`config.mk`:
```
export PLATFORM = sky130hd
export DESIGN_NAME = fbpa_front
export DESIGN_NICKNAME = d
export VERILOG_FILES = /design/src/hw/rtl/fbpa_pkg.sv /design/src/hw/rtl/fbpa_front.sv
export SDC_FILE = /design/constraint.sdc
export NUM_CORES = 1
export LEC_CHECK = 0
export ABC_CLOCK_PERIOD_IN_PS = 4200
export BUFFER_PORTS_ARGS = -buffer_cell sky130_fd_sc_hd__buf_2
export CORE_MARGIN = 2
export CORE_UTILIZATION = 43
export CTS_BUF_LIST = sky130_fd_sc_hd__clkbuf_8
export CTS_CLUSTER_DIAMETER = 30
export CTS_CLUSTER_SIZE = 12
export DETAILED_ROUTE_END_ITERATION = 7
export PLACE_DENSITY = 0.7
export RECOVER_POWER = 50
export SYNTH_ARGS = -nofsm -noshare
export SYNTH_HDL_FRONTEND = slang
export SYNTH_SLANG_ARGS = --single-unit
export TNS_END_PERCENT = 100
```
`constraint.sdc`:
```
create_clock -name clk -period 4.2 [get_ports clk]
set_input_delay 1.05 -clock clk [delete_from_list [all_inputs] [get_ports clk]]
set_output_delay 1.05 -clock clk [all_outputs]
set_load 0.05 [all_outputs]
```
`src/hw/rtl/fbpa_pkg.sv`:
```
package fbpa_pkg;

    localparam int unsigned MAX_BLOCKS = 1024;
    localparam int unsigned CNT_W      = $clog2(MAX_BLOCKS + 1);
    localparam int unsigned IDX_W      = (MAX_BLOCKS > 1) ? $clog2(MAX_BLOCKS) : 1;
    localparam int unsigned CMP_W      = (CNT_W > 11) ? CNT_W : 11;
    localparam int unsigned PROD_W     = CNT_W + 16;

    localparam int unsigned RESET_BLOCKS = (MAX_BLOCKS < 1024) ? MAX_BLOCKS : 1024;

    localparam logic [2:0] REG_BASE_ADDRESS = 3'd0;
    localparam logic [2:0] REG_REGION_BYTES = 3'd1;
    localparam logic [2:0] REG_BLOCK_BYTES  = 3'd2;
    localparam logic [2:0] REG_MAX_ALIGN    = 3'd3;
    localparam logic [2:0] REG_NUM_BLOCKS   = 3'd4;

    typedef enum logic [1:0] {
        CMD_ALLOC    = 2'd0,
        CMD_FREE     = 2'd1,
        CMD_FREE_ALL = 2'd2,
        CMD_RESIZE   = 2'd3
    } cmd_t;

    typedef enum logic [2:0] {
        ST_OK     = 3'd0,
        ST_EMPTY  = 3'd1,
        ST_BADREQ = 3'd2,
        ST_NULL   = 3'd3,
        ST_BOUNDS = 3'd4,
        ST_FULL   = 3'd5,
        ST_BIG    = 3'd6
    } status_t;

    typedef enum logic [1:0] {
        OP_DONE,
        OP_ALLOC,
        OP_FREE,
        OP_FREE_ALL
    } op_t;

    typedef struct packed {
        cmd_t        cmd;
        logic [31:0] request_size;
        logic [31:0] request_align;
        logic [31:0] block_address;
        logic [31:0] resize_bytes;
    } req_t;

    typedef struct packed {
        logic        ok;
        logic [31:0] granted_address;
        status_t     status;
    } resp_t;

    typedef struct packed {
        logic [31:0] base_address;
        logic [31:0] region_bytes;
        logic [15:0] block_bytes;
        logic [12:0] max_align;
        logic [10:0] num_blocks;
    } cfg_t;

    // classified request handed from front to back
    typedef struct packed {
        op_t         op;
        status_t     status;
        logic [31:0] addr;
    } work_t;

    function automatic logic [CNT_W-1:0] eff_blocks(input logic [10:0] count);
        logic [CMP_W-1:0] wide;
        wide = CMP_W'(count);
        if (wide > CMP_W'(MAX_BLOCKS))
            return CNT_W'(MAX_BLOCKS);
        return CNT_W'(count);
    endfunction

endpackage

```
`src/hw/rtl/fbpa_front.sv`:
```
module fbpa_front (
    input  logic            clk,
    input  logic            rst_n,
    input  fbpa_pkg::cfg_t  cfg,
    input  logic            push,
    input  fbpa_pkg::req_t  req,
    output logic            full,
    output logic            work_valid,
    output fbpa_pkg::work_t work,
    input  logic            work_take
);
    import fbpa_pkg::*;

    logic        bad_req;
    logic        is_null;
    logic        in_region;
    logic [32:0] region_end;
    work_t       item;
    logic        push_xfer;

    work_t       q_mem_reg [2];
    logic        q_wr_reg;
    logic        q_wr_next;
    logic        q_rd_reg;
    logic        q_rd_next;
    logic [1:0]  q_cnt_reg;
    logic [1:0]  q_cnt_next;

    // stateless checks, resolved before the item is queued
    always_comb
    begin
        bad_req = (req.request_size > 32'(cfg.block_bytes))
               || (req.request_align == 32'd0)
               || (req.request_align > 32'(cfg.max_align));
        is_null    = (req.block_address == 32'd0);
        region_end = {1'b0, cfg.base_address} + {1'b0, cfg.region_bytes};
        in_region  = (req.block_address >= cfg.base_address)
                  && ({1'b0, req.block_address} < region_end);

        item.op     = OP_DONE;
        item.status = ST_OK;
        item.addr   = req.block_address;
        case (req.cmd)
            CMD_ALLOC:
            begin
                if (bad_req)
                    item.status = ST_BADREQ;
                else
                    item.op = OP_ALLOC;
            end
            CMD_FREE:
            begin
                if (is_null)
                    item.status = ST_NULL;
                else if (!in_region)
                    item.status = ST_BOUNDS;
                else
                    item.op = OP_FREE;
            end
            CMD_FREE_ALL:
            begin
                item.op = OP_FREE_ALL;
            end
            CMD_RESIZE:
            begin
                if (is_null)
                    item.status = ST_NULL;
                else if (!in_region)
                    item.status = ST_BOUNDS;
                else if (req.resize_bytes > 32'(cfg.block_bytes))
                    item.status = ST_BIG;
            end
            default:
            begin
                item.op = OP_DONE;
            end
        endcase
    end

    assign full       = (q_cnt_reg == 2'd2);
    assign push_xfer  = push && !full;
    assign work_valid = (q_cnt_reg != 2'd0);
    assign work       = q_mem_reg[q_rd_reg];

    always_comb
    begin
        q_wr_next  = push_xfer ? ~q_wr_reg : q_wr_reg;
        q_rd_next  = work_take ? ~q_rd_reg : q_rd_reg;
        q_cnt_next = q_cnt_reg;
        case ({push_xfer, work_take})
            2'b10:   q_cnt_next = q_cnt_reg + 2'd1;
            2'b01:   q_cnt_next = q_cnt_reg - 2'd1;
            default: q_cnt_next = q_cnt_reg;
        endcase
    end

    always_ff @(posedge clk or negedge rst_n)
    begin
        if (!rst_n)
        begin
            q_wr_reg  <= 1'b0;
            q_rd_reg  <= 1'b0;
            q_cnt_reg <= 2'd0;
        end
        else
        begin
            q_wr_reg  <= q_wr_next;
            q_rd_reg  <= q_rd_next;
            q_cnt_reg <= q_cnt_next;
            if (push_xfer)
                q_mem_reg[q_wr_reg] <= item;
        end
    end

endmodule

```
== Word level (Yosys, flattened, before mapping) ==
Memory sizes are Yosys's and may differ from the RTL's.
Index checks and enable logic that the tools add are counted.

* Bits of input ports: 238
* Register bits after elaboration: 4
* RAM bits: 74
* Logic and storage cells: 45
* Memories kept: 1
* Output and inout port bits: 39

* $add $sub $neg: 3
* $lt $le $gt $ge: 5
* Bitwise logic cells: 2
* Reductions and logical operators: 11
* Eq/ne operators: 6
* Muxes and demuxes: 14

{| class="wikitable"
|+ Memory list
! name !! depth !! width !! read ports !! clocked after memory_dff !! write ports !! RTL line !! text
|-
| q_mem_reg || 2 || 37 || 1 || 0 || 1 || fbpa_front.sv:21 || <nowiki>work_t q_mem_reg [2];</nowiki>
|}

{| class="wikitable"
|+ Operators with widths
! cell !! count
|-
| $gt 32x16->1 || 2
|-
| $logic_not 32->1 || 2
|-
| $add 32x32->33 || 1
|-
| $lt 32x33->1 || 1
|-
| $ge 32x32->1 || 1
|-
| $gt 32x13->1 || 1
|-
| $mux 3 || 5
|-
| $pmux 3 s3 || 1
|-
| $eq 2x2->1 const B || 4
|-
| $mux 2 || 3
|-
| $pmux 2 s3 || 1
|-
| $eq 2x1->1 const B || 2
|-
| $pmux 2 s2 || 1
|-
| $reduce_bool 2->1 || 2
|-
| $logic_and 1x1->1 || 3
|-
| $mux 1 || 3
|-
| $add 2x1->2 const B || 1
|-
| $logic_not 2->1 || 1
|-
| $logic_or 1x1->1 || 2
|-
| $not 1->1 || 2
|-
| $sub 2x1->2 const B || 1
|-
| $logic_not 1->1 || 1
|}

== Depth between registers and ports, before layout ==
Gate-level depths: netlist of run 1.

* Depth after elaboration: 6
* Depth in mapped cells: 19
* Depth with buffers taken out: 19

== Least setup slack after synthesis of run 1 ==
OpenSTA, ideal clock, no wires.

* Kind: input-to-reg
* Start: in cfg[40] in the netlist's numbering
* End: mem q_mem_reg[0][34] in the netlist's numbering, data pin
* Slack: -0.789 ns
* Arrival time: 4.727 ns
* Required time: 3.937 ns
* Buffers on the path: 0
* Stages: 18
* Cell sequence: ha_1 fa_1 a211oi_1 o21bai_1 a21oi_1 o2111a_2 nor4_4 o21a_2 nor4_1 a311oi_2 ha_1 a21o_1 a211oi_1 o21ai_0 a211o_1 a211oi_1 a311oi_1 o31a_1

{| class="wikitable"
|+ RTL lines
! item !! RTL line !! text
|-
| start, declared || fbpa_front.sv:4 || <nowiki>input fbpa_pkg::cfg_t cfg,</nowiki>
|-
| end, declared || fbpa_front.sv:21 ||
|}

==> qor.txt, run 1 <==
layout cell share with drive strength beyond 1 = 0.3832
post-synthesis cell count = 708
Synth Register Bits = 78
Clock Tree Buf Depth = 2
Slew Viols, Final = 77
routed length per instance = 16.68 µm
Seq/Total Area, Yosys = 0.3204
crit path kind = input pin to register
mapped cell area = 7248 µm²
io pins = 277
Net Count, Synth = 1088
switching share of power = 0.4458
PortBufs = 265
die area = 17910 µm²
CTS Buf Count = 9
cell internal power dissipation = 1934 µW
Slew HR = -0.6358
chip height = 133.8 µm
die width = 133.8 µm
Setup TNS = -3.188 ns
clk_lat worst skew = 0.37 ns
Filler cells = 1459
Comb power frac = 0.535
first-pass GRT wire length = 32.98 mm
CTS tree = built
Reg clk slew, reported paths = 0.09 ns
post-route cell area = 9863 µm²
Critical Path RT = 4.36 ns
HP Class = register to register
First-pass DRT Iterations = 4
largest cells by area after synthesis = edfxtp_1, ha_1, mux2_2, inv_1, a21o_1
Yosys top cell area share = 0.3066
ys flop type = edfxtp_1
vias in the first global route = 6913
global-route usage over all layers = 0.2358
max cap viols = 2
CP startpoint kind = input pin
fmax = 208.4 MHz
Critical Path Fanout Max = 3
GRT overflow = 0
leakage = 0.004732 µW
distinct cell type count after synthesis = 64
Sequential Power Share = 0.312
initial antenna violation count = 3
ANT nets after route = 0
P_sw = 1556 µW
Avg Vias per Cell = 5.343
final net count = 1445
critical path arrival = 4.96 ns
min Tclk post-route = 4.798 ns
EDFF count, synth = 74
Power Dens Cells = 353.8 nW/µm²
Detailed Route Iter0 Violations = 264
H-tree levels = 3
DP Area = 9599 µm²
failing checks = max-capacitance violations, max-slew violations, negative setup slack
Clock Skews = 0.01490 ns
Final Setup Violations = 6
Core Area = 16520 µm²
clock sinks = 78
FP Rows = 47
RSZ-0062 raised after global routing = true
asr flop ratio synth = 0.05128
largest net degree at the start of global routing = 39
CP Capture Type = register
max reg flops = 74
Initial Util = 0.4386
Placer Congestion = 0.8429
hpwl dp = 17.99 mm
final worst-path cycle share = 1.142
synthesis warning total = 0
Worst-Margin Slew = 2.454 ns
Clk pwr share = 0.153
status = complete, but fails checks
Routed WL = 21.57 mm
Avg Synthesized Cell Area = 10.24 µm²
area grow syn2layout = 36.08%
setup ws final = -0.5983 ns
Final Hold Fails = 0
Vias = 6908
Max VDD drop = 0.3515 mV
Hold-fix buffers, CTS = 0
CTS root buf = clkbuf_8
DRC viols = 0
post-synth top area cell = edfxtp_1
[worst paths after layout]
check / endpoint / start / cells after the start / slack, ns
setup / recovery: q_mem_reg[0][36] / cfg[40] / 19 / -0.60
setup reg to reg: q_mem_reg[0][35] / q_cnt_reg[0] / 4 / 1.07
min in group asynchronous: q_wr_reg / rst_n / 1 / 0.51
hold reg to reg: q_cnt_reg[1] / q_cnt_reg[1] / 1 / 0.50
hold / removal: q_cnt_reg[1] / q_cnt_reg[1] / 1 / 0.50
max in group asynchronous: q_cnt_reg[0] / rst_n / 1 / 3.48
[repair_timing]
action,CTS,global route
setup endpoints to repair,6,6
pin swaps,1,21
setup buffers,2,4
resized for setup,6,10
gates cloned,0,0
[cell families (layout without fill, tap and decap cells)]
| logic type | after synthesis | in the layout | synth area share |
|---|---|---|---|
| adders and majority gates | 142 | 142 | 0.2462 |
| xor gates and xnor gates | 31 | 31 | 0.03746 |
| buffers and inverters | 82 | 444 | 0.04247 |
| muxes | 37 | 37 | 0.05748 |
| DFF | 78 | 78 | 0.3204 |
| and+or+nand+nor | 152 | 152 | 0.1203 |
| AOI/OAI and AO/OA | 186 | 186 | 0.1757 |
| other | 0 | 3 | 0 |
[power by group through the flow]
stage / registers (µW) / logic [µW] / clock network [µW]
2_1_floorplan: 1020 / 1320 / 0
3_3_place_gp: 1100 / 1810 / 0
3_5_place_dp: 1110 / 1830 / 0
4_1_cts: 1090 / 1850 / 542
5_1_grt: 1110 / 2010 / 567
6_report: 1090 / 1870 / 534
[through the flow]
stage               utilization  cells  power, µW  hold WS [ns]  setup slack (ns)
finish                   0.5969   1293       3489        0.4962           -0.5983
global route             0.5969   1293       3682        0.5056           -0.7821
CTS                      0.5946   1287       3485        0.4543           -0.4895
detailed placement       0.5809   1269       2939        0.4753           -0.9761
global placement         0.5809   1269       2909        0.4702           -0.8670
floorplan                     -    708       2339        0.4559           -0.4600
[Yosys cell counts, drive strengths merged (5+ instances only)]
library cell / instances
nand3: 9
nor2: 21
a31oi: 8
nand2: 19
o21ai: 31
a21oi: 42
and4: 6
a21o: 38
and3: 5
edfxtp: 74
nor2b: 12
xnor2: 19
nand4: 20
a211oi: 9
mux2: 37
nand2b: 7
o21a: 11
nor4: 27
ha: 141
nor3: 11
o211ai: 6
xor2: 12
o21bai: 6
inv: 78
or3: 6
[critical path, stage by stage]
cell and delay [ns]:
buf_6 0.10, ha_4 0.16, fa_2 0.35, a211oi_2 0.23
o21bai_1 0.13, a21oi_2 0.27, o21ai_0 0.19, a41o_1 0.28
a21o_1 0.20, a21oi_1 0.17, xor2_1 0.19, ha_1 0.28
nand4_1 0.13, nor2_2 0.07, buf_4 0.13, a211o_1 0.25
a211oi_2 0.29, a311oi_4 0.09, o41ai_2 0.41
[layer usage]
metal,track usage,part of all wire
met1,0.2800,0.42
met2,0.4228,0.49
met3,0.03779,0.055
met4,0.09811,0.030
met5,0,0
[cells in the final DEF (no fill, tap or decap), types with 6 or more instances in the layout]
cell type / instances
nor2_1: 20
nand2b_1: 7
nand3_1: 7
a21o_1: 36
nand4_1: 20
clkbuf_8: 9
clkbuf_1: 34
nor2b_1: 12
nor4_1: 25
xnor2_1: 19
o21ai_0: 29
a31oi_1: 8
a211oi_1: 6
buf_2: 230
a21oi_1: 40
or3_1: 6
edfxtp_1: 74
nand2_1: 19
ha_1: 129
nor3_1: 11
buf_4: 84
inv_1: 79
mux2_2: 37
ha_4: 12
o21bai_1: 6
o211ai_1: 6
o21a_1: 10
xor2_1: 12
[layout make-up]
type | instances | area, µm² | share of cell area
Antenna cell | 3 | 7.507 | 0.0007611
Tap cell | 220 | 275.3 | 0.02791
Sequential cell | 78 | 2322 | 0.2354
Clock buffer | 9 | 123.9 | 0.01256
Timing Repair Buffer | 350 | 1932 | 0.1959
Multi-Input combinational cell | 548 | 4860 | 0.4927
Inverter | 78 | 292.8 | 0.02968
Clock inverter | 7 | 50.05 | 0.005074
Note: power is estimated with default switching activity, not from simulation.
==> run 2, diff against run 1 <==
--- a/config.mk
+++ b/config.mk
@@ -6,10 +6,10 @@
 export NUM_CORES = 1
 export LEC_CHECK = 0
 export ABC_CLOCK_PERIOD_IN_PS = 4200
-export BUFFER_PORTS_ARGS = -buffer_cell sky130_fd_sc_hd__buf_2
+export BUFFER_PORTS_ARGS = -buffer_cell sky130_fd_sc_hd__clkbuf_2
 export CORE_MARGIN = 2
 export CORE_UTILIZATION = 43
-export CTS_BUF_LIST = sky130_fd_sc_hd__clkbuf_8
+export CTS_BUF_LIST = sky130_fd_sc_hd__clkbuf_8 sky130_fd_sc_hd__clkbuf_16
 export CTS_CLUSTER_DIAMETER = 30
 export CTS_CLUSTER_SIZE = 12
 export DETAILED_ROUTE_END_ITERATION = 7
==> run 2 against run 1 <==
  * The run still ends with max-capacitance violations, max-slew violations, negative setup slack left
  * Critical endpoint unchanged
  * Design area is 1.6% higher
  * Sequential power is essentially flat
  * Count of clock-buffer cells in the layout did not move
  * Largest power group unchanged
  * Clock skew down 0.0080 ns
  * Flip-flop and latch count unchanged
  * Final cell count fell by 0.23%
  * Routed wire length rose by 0.17%
  * Via count rose by 0.58%
  * Utilization rose by 0.96 points
==> qor.txt, run 2 (synthesis gave the netlist of run 1 again) <==
chip height = 133.8 µm
Antenna Cells = 0
GRT overflow = 0
cell internal power dissipation = 2284 µW
P_sw = 1560 µW
Comb power frac = 0.482
Worst Hold End = q_cnt_reg[1]
PortBufs = 265
clk_lat worst skew = 0.34 ns
Reg clk slew, reported paths = 0.06 ns
Slew Viols, Final = 77
Final Setup Violations = 6
max reg flops = 74
die width = 133.8 µm
DRC viols = 0
hpwl dp = 17.96 mm
Final Util = 0.6065
setup ws final = -0.5363 ns
CTS tree = built
Vias = 6948
Min Hold Slack = 0.4993 ns
FF-to-FF setup slack = 1.13 ns
Max VDD drop = 0.3307 mV
ANT nets after route = 0
Slew HR = -0.5808
Initial Util = 0.4386
R2R depth = 4
leakage = 0.004871 µW
Avg Vias per Cell = 5.386
Hold-fix buffers, CTS = 0
overall power = 3844 µW
met3 WL = 1.209 mm
Worst-Margin Slew = 2.371 ns
HP Class = register to register
CTS root buf = clkbuf_16
io pins = 277
Critical Path RT = 4.34 ns
first-pass GRT wire length = 33.42 mm
Metal-1 WL = 8.970 mm
DP Worst Slack = -0.9369 ns
H-tree levels = 3
highest metal used = met4
Clock Skews = 0.006948 ns
clock sinks = 78
Power Dens Cells = 383.5 nW/µm²
max cap viols = 2
Clock Tree Buf Depth = 2
most common library cell in the layout ignoring fill and taps = clkbuf_2
Sequential Power Share = 0.284
layout cell share with drive strength beyond 1 = 0.3832
switching share of power = 0.4057
vias in the first global route = 6866
area grow syn2layout = 38.27%
Placer Congestion = 0.8500
critical path arrival = 4.87 ns
most frequent cells in the layout = clkbuf_2, ha_1, buf_4, inv_1, edfxtp_1
fmax = 211.1 MHz
failing checks = max-capacitance violations, max-slew violations, negative setup slack
final worst-path cycle share = 1.128
worst hold start = q_cnt_reg[1]
final net count = 1445
CP Capture Type = register
CTS Buf Count = 9
RR Startpoint = q_cnt_reg[0]
Critical Path Fanout Max = 4
largest net degree at the start of global routing = 39
Core Area = 16520 µm²
status = complete, but fails checks
FP Rows = 47
First-pass DRT Iterations = 5
CP startpoint kind = input pin
global-route usage over all layers = 0.2408
routed length per instance = 16.75 µm
FF-to-FF End = q_mem_reg[0][25]
Final Hold Fails = 0
Routed WL = 21.61 mm
RSZ-0062 raised after global routing = true
min Tclk post-route = 4.736 ns
die area = 17910 µm²
WHS Path Cells = 1
Met2 Wirelength = 10.62 mm
crit path kind = input pin to register
Clk pwr share = 0.233
Detailed Route Iter0 Violations = 306
Worst Setup SP = cfg[86]
initial antenna violation count = 0
run 2: changes by cell type in the layout (fill, tap and decap cells not counted), sizes merged:
cell / previous run / this run
buf: 316 / 86
bufinv: 0 / 3
clkbuf: 43 / 273
clkinvlp: 2 / 0
diode: 3 / 0
inv: 81 / 80
run 2: worst max path at each step:
stage	to	slack, ns	cells past startpoint
final	q_mem_reg[0][36]	-0.54	18
after global routing	q_mem_reg[1][36]	-0.80	18
after detailed placement	q_mem_reg[0][34]	-0.94	17
after floorplan	q_mem_reg[0][34]	-0.46	17
after CTS	q_mem_reg[0][34]	-0.53	18
after global placement	q_mem_reg[0][34]	-0.87	18
run 2: routing by layer:
layer | vias up | global-route usage
met2 | 245 | 0.4313
met4 | 0 | 0.1117
met3 | 49 | 0.03212
met5 | - | 0
li1 | 3457 | -
met1 | 3197 | 0.2859
run 2: worst max-delay path, cell delays in order:
cell and delay [ns]:
clkbuf_2 0.11, ha_4 0.28, and4_4 0.23, nand3_2 0.07
or3_1 0.30, o2111a_2 0.30, nor4_4 0.19, o21a_2 0.21
nor4_2 0.05, a311oi_2 0.28, ha_1 0.29, a21o_1 0.18
a211oi_2 0.20, o21ai_1 0.11, a211o_1 0.29, a211oi_2 0.19
a311oi_2 0.11, o41ai_2 0.41
run 2: stage by stage:
stage | area, µm² | TNS [ns] | instances
6_report | 10020 | -3.070 | 1290
5_1_grt | 10020 | -4.428 | 1290
4_1_cts | 10020 | -3.036 | 1288
3_5_place_dp | 9599 | -5.474 | 1269
3_3_place_gp | 9599 | -5.061 | 1269
2_1_floorplan | 7403 | -2.393 | 708
run 2: final cells by class:
type / count / area, µm²
timing repair buffer: 350 / 1937
clock buffer: 9 / 225.2
tap: 220 / 275.3
multi-input combinational: 548 / 4855
clock inverter: 7 / 115.1
inverter: 78 / 292.8
fill: 1441 / 6502
sequential: 78 / 2322
run 2: power by group through the flow:
stage,Combinational [µW],Clock (µW),Sequential (µW)
after floorplan,1320,0,1020
after global placement,1810,0,1100
after detailed placement,1830,0,1110
after CTS,1850,918,1100
after global routing,2000,943,1110
final,1850,897,1090
run 2: timing repair:
action,4_1_cts,5_1_grt
buffers inserted,3,2
resized for setup,9,8
setup endpoints to repair,6,6
pin swaps,2,2
==> run 3, diff against run 2 <==
--- a/config.mk
+++ b/config.mk
@@ -5,6 +5,7 @@
 export SDC_FILE = /design/constraint.sdc
 export NUM_CORES = 1
 export LEC_CHECK = 0
+export ABC_AREA = 1
 export ABC_CLOCK_PERIOD_IN_PS = 4200
 export BUFFER_PORTS_ARGS = -buffer_cell sky130_fd_sc_hd__clkbuf_2
 export CORE_MARGIN = 2
@@ -13,7 +14,7 @@
 export CTS_CLUSTER_DIAMETER = 30
 export CTS_CLUSTER_SIZE = 12
 export DETAILED_ROUTE_END_ITERATION = 7
-export PLACE_DENSITY = 0.7
+export PLACE_DENSITY = 0.69
 export RECOVER_POWER = 50
 export SYNTH_ARGS = -nofsm -noshare
 export SYNTH_HDL_FRONTEND = slang
==> run 3 against run 2 <==
  * The run ends with max-capacitance violations, max-slew violations left
  * Synthesized area grew 6.9%
  * Synthesized cell count up 32%
  * Routed wire length is 0.36% lower
  * Non-clock buffer count decreased by 82
  * Critical path type unchanged
  * First-iteration DRC count rose by 28%
  * Largest power group unchanged
  * Worst hold slack better by 0.059 ns
  * Flip-flop and latch count unchanged
  * Critical endpoint is now q_mem_reg[0][34]
  * Total power down 5.4%
  * Register-to-register slack improved by 0.16 ns
  * Final cell count grew 12%
  * Combinational power decreased by 3%
==> qor.txt, run 3 <==
RSZ-0062 raised after global routing = false
Reg clk slew, reported paths = 0.06 ns
asr flop ratio synth = 0.05128
global-route usage over all layers = 0.2220
FF-to-FF End = q_mem_reg[0][8]
CTS root buf = clkbuf_16
Avg Synthesized Cell Area = 8.296 µm²
Routed WL = 21.53 mm
Slew Viols, Final = 76
PortBufs = 265
CTS Buf Count = 9
clock sinks = 78
peak per-stage delay on the critical path = 0.41 ns
largest cells by area after synthesis = edfxtp_1, ha_1, nand2_1, inv_1, mux2_2
Net Count, Synth = 1314
synthesis warning total = 0
first-pass GRT wire length = 34.20 mm
max cap viols = 2
Clock Tree Buf Depth = 2
final worst-path cycle share = 0.9036
post-synthesis cell count = 934
post-route cell area = 9643 µm²
Critical Path RT = 4.28 ns
H-tree levels = 3
Avg Vias per Cell = 5.078
Final Setup Violations = 0
Power Dens Cells = 377.0 nW/µm²
GRT overflow = 0
vias in the first global route = 7005
mapped cell area = 7749 µm²
Yosys top cell area share = 0.2868
slowest cell on the critical path = fa_1
DP Worst Slack = 0.09137 ns
FP Rows = 49
area grow syn2layout = 24.45%
Slew HR = -0.4697
max reg flops = 74
Critical Path Fanout Max = 4
Core Area = 17840 µm²
Hold-fix buffers, CTS = 0
CTS resizes = 0
layout cell share with drive strength beyond 1 = 0.2628
Final Hold Fails = 0
RR Startpoint = q_cnt_reg[0]
Seq/Total Area, Yosys = 0.2997
leakage = 0.004922 µW
failing checks = max-capacitance violations, max-slew violations
First-pass DRT Iterations = 5
Worst-Margin Slew = 2.204 ns
die area = 19110 µm²
most common library cell in the layout ignoring fill and taps = clkbuf_2
critical path arrival = 3.88 ns
HP Class = input pin to async pin
die width = 138.2 µm
ys flop type = edfxtp_1
Placer Congestion = 0.9459
crit path kind = input pin to register
status = complete, but fails checks
Post-synth top cells = nand2_1, ha_1, inv_1
CP Capture Type = register
Vias = 7333
CTS tree = built
most common cell in the netlist = nand2_1
most frequent cells in the layout = clkbuf_2, nand2_1, ha_1, inv_1, nor2_1
Final Util = 0.5405
FF-to-FF setup slack = 1.29 ns
chip height = 138.2 µm
ANT nets after route = 0
distinct cell type count after synthesis = 42
routed length per instance = 14.91 µm
io pins = 277
min Tclk post-route = 3.795 ns
largest net degree at the start of global routing = 39
DP Area = 9376 µm²
fmax = 263.5 MHz
R2R depth = 3
final net count = 1589
EDFF count, synth = 74
DRC viols = 0
CP startpoint kind = input pin
postcts setup bufs = 0
critical path, cell by cell = clkbuf_2 -> ha_1 -> fa_1 -> nand2_1 -> nand2_1 -> and2_1 -> nand2_1 -> nand3_2 -> nand3_1 -> o211ai_2 -> nand2_1 -> nand2_1 -> xnor2_1 -> ha_1 -> a21oi_1 -> nor2_1 -> a211oi_1 -> nor2_1 -> nor2_2 -> nand3_1 -> nand2_1 -> nand2_1
initial antenna violation count = 1
clk_lat worst skew = 0.33 ns
Clock Skews = 0.004750 ns
crit-path most repeated cell = nand2_1
post-synth top area cell = edfxtp_1
setup ws final = 0.4049 ns
Detailed Route Iter0 Violations = 393
Max VDD drop = 0.4543 mV
Initial Util = 0.4343
Synth Register Bits = 78
hpwl dp = 18.48 mm
run 3: cell count changes in the layout (fill, tap and decap cells not counted), moves of 8 or more:
| cell | before | now |
|---|---|---|
| a21o_1 | 36 | 8 |
| a21oi_1 | 40 | 69 |
| buf_4 | 84 | 1 |
| ha_1 | 129 | 141 |
| ha_4 | 12 | 0 |
| inv_1 | 80 | 130 |
| nand2_1 | 19 | 189 |
| nand2_2 | 0 | 8 |
| nand3_1 | 7 | 29 |
| nand4_1 | 20 | 11 |
| nor2_1 | 21 | 80 |
| nor2b_1 | 12 | 0 |
| o21a_1 | 10 | 2 |
| o21ai_0 | 30 | 22 |
run 3: layout make-up:
| class | count | area [µm²] |
|---|---|---|
| antenna | 1 | 2.502 |
| clock buffer | 9 | 225.2 |
| clock inverter | 7 | 97.59 |
| fill | 1693 | 8198 |
| inverter | 134 | 503.0 |
| multi-input combinational | 718 | 4906 |
| sequential | 78 | 2322 |
| tap | 229 | 286.5 |
| timing repair buffer | 268 | 1300 |
run 3: worst max path at each step:
stage | end | cells after the start | start
after floorplan | q_mem_reg[0][0] | 2 | push
after global routing | q_mem_reg[0][34] | 22 | cfg[72]
after global placement | q_mem_reg[0][34] | 24 | cfg[72]
after CTS | q_mem_reg[0][34] | 22 | cfg[40]
final | q_mem_reg[0][34] | 22 | cfg[40]
after detailed placement | q_mem_reg[1][34] | 22 | cfg[40]
run 3: cell families after synthesis:
kind of cell               Yosys count  share of synthesized area
adders and majority gates          142                     0.2303
and+or+nand+nor                    384                     0.2227
muxes                               37                    0.05377
DFF                                 78                     0.2997
buffers and inverters              138                    0.06717
xor gates and xnor gates            32                    0.03617
AOI/OAI and AO/OA                  123                    0.09026
run 3: per-stage QoR:
stage | total power [µW] | setup TNS (ns) | hold WS (ns) | instances
final | 3635 | 0 | 0.5587 | 1444
after global routing | 3858 | 0 | 0.5788 | 1444
after CTS | 3661 | 0 | 0.5166 | 1443
after detailed placement | 2833 | 0 | 0.5519 | 1427
after global placement | 2809 | 0 | 0.5403 | 1427
after floorplan | 2362 | -4.591 | 0.5084 | 934
run 3: where the power goes:
| part | switching (µW) | total, µW | internal, µW | leakage (µW) |
|---|---|---|---|---|
| clock | 299 | 821 | 522 | 0.000152 |
| sequential | 29.3 | 1010 | 982 | 0.000723 |
| combinational | 1210 | 1800 | 598 | 0.00405 |
| total | 1530 | 3640 | 2100 | 0.00492 |
run 3: worst max-delay path, delay by kind of cell:
kind                       cells  cell delay, ns
and+or+nand+nor               14            1.25
adders and majority gates      3            0.90
xor gates and xnor gates       1            0.19
buffers and inverters          1            0.08
AOI/OAI and AO/OA              3            0.40
run 3: metal layers:
| layer | share of wire | routed length (µm) | global-route usage | up-vias |
|---|---|---|---|---|
| met2 | 0.47 | 10110 | 0.3736 | 193 |
| met1 | 0.47 | 10080 | 0.3024 | 3337 |
| met3 | 0.040 | 860 | 0.02182 | 31 |
| met4 | 0.022 | 479 | 0.07035 | 0 |
| li1 | - | - | - | 3772 |
| met5 | 0 | 0 | 0 | - |
